File: src/hw/rtl/scalu_pkg.sv
package scalu_pkg;

    // opcode codes
    typedef enum logic [1:0] {
        OP_ADD = 2'd0,
        OP_SUB = 2'd1,
        OP_MUL = 2'd2,
        OP_GMA = 2'd3
    } t_scalu_op;

    typedef struct packed {
        t_scalu_op          opcode;
        logic signed [31:0] operand_a;
        logic signed [31:0] operand_b;
        logic signed [31:0] operand_c;
    } t_scalu_req;

    typedef struct packed {
        logic signed [31:0] result_value;
        logic               is_error;
    } t_scalu_rsp;

    // error sentinel and safe range
    localparam logic signed [31:0] SENT_VAL = 32'sh8000_0000;
    localparam logic signed [31:0] SAFE_HI  = 32'sh7FFF_FFFE;
    localparam logic signed [31:0] SAFE_LO  = 32'sh8000_0001;

endpackage

File: src/hw/rtl/sentinel_checked_int32_alu_core.sv
// a request passes stages 1 to 4 to reach o_out_valid, delayed only while the output stalls
// one request per cycle unless the output stalls; four stages, each with a valid bit
// the 32x32 multiply shares stage 2 with the raw sum; range checks and final add follow it
// stalls collapse bubbles stage by stage, so a waiting result blocks new requests
// only once all four stages hold a request
// reset (i_rst_n low, synchronous) clears every stage valid bit; data registers are not reset
module sentinel_checked_int32_alu_core (
    input  logic                   i_clk,
    input  logic                   i_rst_n,
    input  logic                   i_in_valid,
    output logic                   o_in_ready,
    input  scalu_pkg::t_scalu_req  i_in_req,
    output logic                   o_out_valid,
    input  logic                   i_out_ready,
    output scalu_pkg::t_scalu_rsp  o_out_rsp
);
    import scalu_pkg::*;

    // stage valid bits and per-stage advance enables
    logic [3:0] r_v;
    logic       en1, en2, en3, en4;

    assign en4 = !r_v[3] || i_out_ready;
    assign en3 = !r_v[2] || en4;
    assign en2 = !r_v[1] || en3;
    assign en1 = !r_v[0] || en2;

    assign o_in_ready  = en1;
    assign o_out_valid = r_v[3];

    // stage 1: registered request plus sentinel flags
    t_scalu_op          r1_op;
    logic signed [31:0] r1_a, r1_b, r1_c;
    logic               r1_a_s, r1_b_s, r1_c_s, r1_nb_bad;

    // stage 2: raw sum and raw product
    t_scalu_op          r2_op;
    logic signed [33:0] r2_sum;
    logic               r2_add_err;
    logic signed [63:0] r2_prod;
    logic               r2_mul_err;
    logic signed [31:0] r2_c;
    logic               r2_c_s;

    // stage 3: range-checked first result
    t_scalu_op          r3_op;
    logic signed [31:0] r3_val;
    logic               r3_err;
    logic signed [31:0] r3_c;
    logic               r3_c_s;

    // stage 4: output register
    t_scalu_rsp         r4_rsp;

    logic signed [32:0] n_addend;
    logic signed [33:0] n_sum;
    logic               n_add_err;
    logic signed [31:0] n3_val;
    logic               n3_err;
    logic signed [32:0] n4_sum;
    logic               n4_err;
    logic signed [31:0] n4_val;

    // subtract adds the negated b; b = -2^31+1 is rejected outright
    always_comb begin
        n_addend = (r1_op == OP_SUB) ? (33'sd0 - {r1_b[31], r1_b}) : {r1_b[31], r1_b};
        n_sum    = {r1_a[31], r1_a[31], r1_a} + {n_addend[32], n_addend};
        n_add_err = r1_a_s || r1_b_s || ((r1_op == OP_SUB) && r1_nb_bad);
    end

    // range checks; a zero factor gives a zero product, which is in range
    always_comb begin
        if (r2_op == OP_ADD || r2_op == OP_SUB) begin
            n3_err = r2_add_err
                || (r2_sum > $signed({{2{SAFE_HI[31]}}, SAFE_HI}))
                || (r2_sum < $signed({{2{SAFE_LO[31]}}, SAFE_LO}));
            n3_val = r2_sum[31:0];
        end else begin
            n3_err = r2_mul_err
                || (r2_prod > $signed({{32{SAFE_HI[31]}}, SAFE_HI}))
                || (r2_prod < $signed({{32{SAFE_LO[31]}}, SAFE_LO}));
            n3_val = r2_prod[31:0];
        end
    end

    // gated op: add c to the checked product
    always_comb begin
        n4_sum = {r3_val[31], r3_val} + {r3_c[31], r3_c};
        if (r3_op == OP_GMA) begin
            n4_err = r3_err || r3_c_s
                || (n4_sum > $signed({SAFE_HI[31], SAFE_HI}))
                || (n4_sum < $signed({SAFE_LO[31], SAFE_LO}));
            n4_val = n4_sum[31:0];
        end else begin
            n4_err = r3_err;
            n4_val = r3_val;
        end
    end

    always_ff @(posedge i_clk) begin
        if (!i_rst_n) begin
            r_v <= 4'b0000;
        end else begin
            if (en1) r_v[0] <= i_in_valid;
            if (en2) r_v[1] <= r_v[0];
            if (en3) r_v[2] <= r_v[1];
            if (en4) r_v[3] <= r_v[2];
        end
    end

    always_ff @(posedge i_clk) begin
        if (en1) begin
            r1_op     <= i_in_req.opcode;
            r1_a      <= i_in_req.operand_a;
            r1_b      <= i_in_req.operand_b;
            r1_c      <= i_in_req.operand_c;
            r1_a_s    <= (i_in_req.operand_a == SENT_VAL);
            r1_b_s    <= (i_in_req.operand_b == SENT_VAL);
            r1_c_s    <= (i_in_req.operand_c == SENT_VAL);
            r1_nb_bad <= (i_in_req.operand_b == SAFE_LO);
        end
        if (en2) begin
            r2_op      <= r1_op;
            r2_sum     <= n_sum;
            r2_add_err <= n_add_err;
            r2_prod    <= r1_a * r1_b;
            r2_mul_err <= r1_a_s || r1_b_s;
            r2_c       <= r1_c;
            r2_c_s     <= r1_c_s;
        end
        if (en3) begin
            r3_op  <= r2_op;
            r3_val <= n3_val;
            r3_err <= n3_err;
            r3_c   <= r2_c;
            r3_c_s <= r2_c_s;
        end
        if (en4) begin
            r4_rsp.result_value <= n4_err ? SENT_VAL : n4_val;
            r4_rsp.is_error     <= n4_err;
        end
    end

    assign o_out_rsp = r4_rsp;

endmodule

File: config.mk
export PLATFORM = sky130hd
export DESIGN_NAME = sentinel_checked_int32_alu_core
export DESIGN_NICKNAME = d
export VERILOG_FILES = /design/src/hw/rtl/scalu_pkg.sv /design/src/hw/rtl/sentinel_checked_int32_alu_core.sv
export SDC_FILE = /design/constraint.sdc
export NUM_CORES = 2
export LEC_CHECK = 0
export BUFFER_PORTS_ARGS = -buffer_cell sky130_fd_sc_hd__buf_2
export CAP_MARGIN = 20
export CORE_MARGIN = 2
export CORE_UTILIZATION = 30
export DETAILED_ROUTE_END_ITERATION = 6
export GPL_ROUTABILITY_DRIVEN = 0
export SLEW_MARGIN = 20
export SYNTH_ARGS = -nofsm -noshare
export SYNTH_HDL_FRONTEND = slang
export SYNTH_SLANG_ARGS = --single-unit
File: constraint.sdc
create_clock -name i_clk -period 18.19 [get_ports i_clk]
set_input_delay 0.9095 -clock i_clk [delete_from_list [all_inputs] [get_ports i_clk]]
set_output_delay 0.9095 -clock i_clk [all_outputs]
set_load 0.05 [all_outputs]
# Word level (Yosys, flattened, before mapping)
# Index checks and enable logic that the tools add are counted.
word_totals:
  register_bits: 342
  in_bits: 102
  out_inout_bits: 35
  wordCells: 68
op_classes:
  addsub: 3
  n_mul: 1
  order_cmp: 6
  eq_ne: 7
  n_mux: 5
  reduce_logical: 20
ops:
  columns: ["operator", "n"]
  rows:
  - ["$eq A32 B32 Y1 const B", 4]
  - ["$gt A64 B32 Y1 const B", 1]
  - ["$lt A64 B32 Y1 const B", 1]
  - ["$mul A32 B32 Y64", 1]
  - ["$mux W32", 2]
  - ["$add A32 B33 Y34", 1]
  - ["$gt A34 B32 Y1 const B", 1]
  - ["$lt A34 B32 Y1 const B", 1]
  - ["$add A32 B32 Y33", 1]
  - ["$gt A33 B32 Y1 const B", 1]
  - ["$lt A33 B32 Y1 const B", 1]
  - ["$mux W33", 1]
  - ["$sub A1 B32 Y33 const A", 1]
  - ["$logic_or A1 B1 Y1", 14]
  - ["$eq A2 B1 Y1 const B", 2]
  - ["$logic_not A1 Y1", 4]
  - ["$eq A2 B2 Y1 const B", 1]
  - ["$logic_not A2 Y1", 1]
  - ["$mux W1", 2]
  - ["$logic_and A1 B1 Y1", 1]

# Longest topological paths before layout
logic_depth:
  word_depth: 5
  depth_mapped: 31
  ltp_nobuf: 28

# Least setup slack after synthesis
# Ideal clock, no wire load.
synth_timing:
  path_kind: "register to register"
  from: "register r1_b[4]"
  to: "register r2_prod[60] (data pin)"
  setup_time_ps: 264
  arrival_ps: 7979
  required_ps: 17926
  slack_ps: 9947
  stages_incl_launch_ff: 31
  n_path_buf: 2
  period_less_slack_ps: 8243
  cell_sequence: "edfxtp_1 -> clkbuf_1 -> clkbuf_1 -> nand2_1 -> fa_1 -> inv_1 -> fa_1 -> inv_1 -> fa_1 -> fa_1 -> inv_1 -> fa_1 -> inv_1 -> fa_1 -> inv_1 -> fa_1 -> inv_1 -> fa_1 -> inv_1 -> ha_1 -> nand4_1 -> a21oi_1 -> o2111ai_1 -> o21ai_0 -> a41oi_1 -> o31a_1 -> o41a_1 -> o31ai_1 -> a21o_1 -> nor4b_1 -> nor3_1"
synth_via:
  elab_chain_len: 1
synth_lines:
  columns: ["element", "line", "rtl"]
  rows:
  - ["start, declared", "sentinel_checked_int32_alu_core.sv:33", "logic signed [31:0] r1_a, r1_b, r1_c;"]
  - ["start signal, assigned", "sentinel_checked_int32_alu_core.sv:115", "r1_b <= i_in_req.operand_b;"]
  - ["$mul A32 B32 Y64", "sentinel_checked_int32_alu_core.sv:126", "r2_prod <= r1_a * r1_b;"]
  - ["end signal, assigned", "sentinel_checked_int32_alu_core.sv:126", null]
  - ["end, declared", "sentinel_checked_int32_alu_core.sv:40", "logic signed [63:0] r2_prod;"]
# Every way passes these cells.
# A chain may end at the register's enable or synchronous reset.

# Final worst setup path
layout_timing:
  from: "register r1_a[14]"
  to: "register r2_prod[60] (data pin)"
layout_via:
  elab_chain_len: 1
layout_lines:
  columns: ["element", "line", "rtl"]
  rows:
  - ["start, declared", "sentinel_checked_int32_alu_core.sv:33", null]
  - ["start signal, assigned", "sentinel_checked_int32_alu_core.sv:114", "r1_a <= i_in_req.operand_a;"]
  - ["$mul A32 B32 Y64", "sentinel_checked_int32_alu_core.sv:126", null]
# Every way passes these cells.

==> results.ini <==
[run_status]
status=finished clean

[timing]
hold_viol_final=0
max_freq_mhz=102
layout_setup_ws_ns=8.43
finalCriticalPeriod_ns=9.76
tightest_slew_ns=1.26
fin_skew_ns=0.0619
maxSlewViolCount=0
rsz0062_at_grt=no
final.setup.tns_ns=0
post-route-period-util_pct=53.6
setup_viol=0
slew_headroom_pct=15.0

[cells_and_area]
postLayoutCoreUtil_pct=32.7
fin_nets=6583
layout-drive-gt1-share_pct=6.38
syn2layout_area_growth_pct=8.39

[global_routing]
grt_usage_pct=16.8
grt_first_pass_wirelength_mm=233
grt_use_met3_pct=2.61
grt-ovfl-total=0
grt_max_degree=85
first_global_vias=39000
grt_use_met1_pct=22.2
antenna_found_initial=7
grtUsageMet2_pct=28.0
grt_busiest_layer=met2

[clock_network]
ctsHoldBuffers=0
htreeDepth=2
clkSinkCount=342
cts_tree=yes
clkLatencyLatePin_ns=0.65
postCtsSetupRepairBufs=0
clk_path_buf_depth=3
path_clk_slew_ns=0.06
cts_resized=0
clock-root-buffer=clkbuf_16
numCtsBuffers=39

[synth]
synthTopCellsByCount=inv_1, fa_1, nand2_1, and2_1, edfxtp_1
synth_edf_count=338
ys_ff_latch=342
yosysMostFrequentCell=inv_1
synthAdderAreaFrac_pct=47.3
synth-xor-area-share_pct=2.55
synth_area_per_cell_um2=10.2
syn_nets=6579
synthFlopType=edfxtp_1
yosysSeqAreaShare_pct=19.5
synth_async_sr_flop_share_pct=0
ys_warn_count=0
synth_simple_gate_area_share_pct=14.5
synthTopCellsByArea=fa_1, edfxtp_1, inv_1
synth_cells=5143
syn_area_um2=52500
synth_top_family_by_area=adder cells
yosys.area.top_type=fa_1
synth_compound_area_share_pct=5.49
synth_top_area_share_pct=41.4
ys_types=81
synth.area.mux_share_pct=0.687

[critical_path]
r2r_start=r1_a[14]
cp.arrival_ns=10.11
critical-path-slowest-cell=o21ai_0
r2r_cells=29
start_kind=flip-flop
cp_slowest_stage_delay_ns=0.60
r2r_slack_ns=8.43
worstPathMaxFanout=33
crit_required_ns=18.54
crit_type=flip-flop to flip-flop
path_common_cell=fa_1
end_kind=flip-flop
rr_endpoint=r2_prod[60]

[drt]
drt-pass1-iter-count=6
ant_nets=0
drt-total-wl_mm=149
wl_per_cell_um=19.9
drtIter0Drc=2764
vias=36300
drc=0
routed_via_density=4.84

[floorplan]
start_util_pct=30.2
rows=153
core_um2=174000
die_area_um2=178000
io_pins=137
dieHeight_um=422
die_w_um=422

[placement]
dp_slack_ns=8.57
dp_hpwl_mm=112
io_buffers=136

[min_path]
hold_path_class=flip-flop to flip-flop
holdPathEnd=r2_c_s
min_path_cells=0
min-delay-start=r1_c_s

[flow_run]
cap_violations=0

==> critical path, delay by kind of cell (launching register included) <==
family / cells / cell delay (ns)
simple gates: 4 / 0.73
compound gates: 8 / 2.98
fa+ha+maj: 9 / 4.56
flops: 1 / 0.32
buf+inv: 8 / 0.89
==> state kept, by name (all words and copies together), names as in the netlist, 2 cells and up <==
name       count
o_out_rsp     33
r1_a          32
r1_b          32
r1_c          32
r1_op          2
r2_c          32
r2_op          2
r2_prod       64
r2_sum        34
r3_c          32
r3_op          2
r3_val        32
r_v            4
==> kinds of logic after synthesis <==
family                   count (synthesis)
buffers and inverters                 1351
adder cells (fa/ha/maj)               1334
AND/OR/NAND/NOR                       1497
multiplexers                            32
XOR/XNOR                               153
flip-flops                             342
AO/OA/AOI/OAI                          434
==> metrics by stage <==
stage	hold WS [ns]	std cells	area, um^2
6_report	0.412	7501	56900
3_3_place_gp	0.401	7431	55600
3_5_place_dp	0.405	7431	55600
4_1_cts	0.410	7500	56900
2_1_floorplan	0.400	5143	52500
5_1_grt	0.411	7500	56900
==> metal layers <==
layer | up-vias | routed length, um
met5 | - | 37
met1 | 18800 | 61900
met4 | 6 | 6270
met3 | 312 | 10100
li1 | 15800 | -
met2 | 1411 | 70700
==> cell type report <==
class	count	area, um^2
fill	17800	117000
multi-input combinational	3450	37100
sequential	342	10200
inverter	1103	4150
tap	2325	2910
timing repair buffer	211	1240
clock buffer	52	1020
clock inverter	17	244
antenna	1	2.50
==> layout by cell type, fill, tap and decap left out, types with 11 or more instances in the layout <==
cell type  count
inv_1       1102
fa_1        1084
nand2_1      584
and2_1       520
edfxtp_1     338
ha_1         250
buf_2        136
a21oi_1      127
nor2_1       110
xnor2_1      104
buf_4         75
o21ai_0       74
nor4_1        58
xor2_1        49
a21o_1        47
nand4_1       46
nand3_1       41
clkbuf_16     39
mux2_2        32
nor3_1        31
o31ai_1       26
nand2b_1      25
a22o_1        20
o21a_1        19
o21bai_1      17
nor2b_1       16
a31oi_1       15
a211oi_1      15
clkbuf_1      13
and3_1        11
==> worst max path at each step <==
stage               slack [ns]  startpoint  cells past startpoint          end
global route              8.06    r1_a[14]                     29  r2_prod[60]
floorplan                 9.95     r1_b[4]                     30  r2_prod[60]
finish                    8.43    r1_a[14]                     29  r2_prod[60]
detailed placement        8.57    r1_a[14]                     29  r2_prod[60]
CTS                       8.50    r1_a[14]                     29  r2_prod[60]
global placement          8.66    r1_a[14]                     29  r2_prod[60]
Power is left out: the tool's default activity adds up to more than one toggle a clock period on the data nets, which glitch-free logic cannot reach.
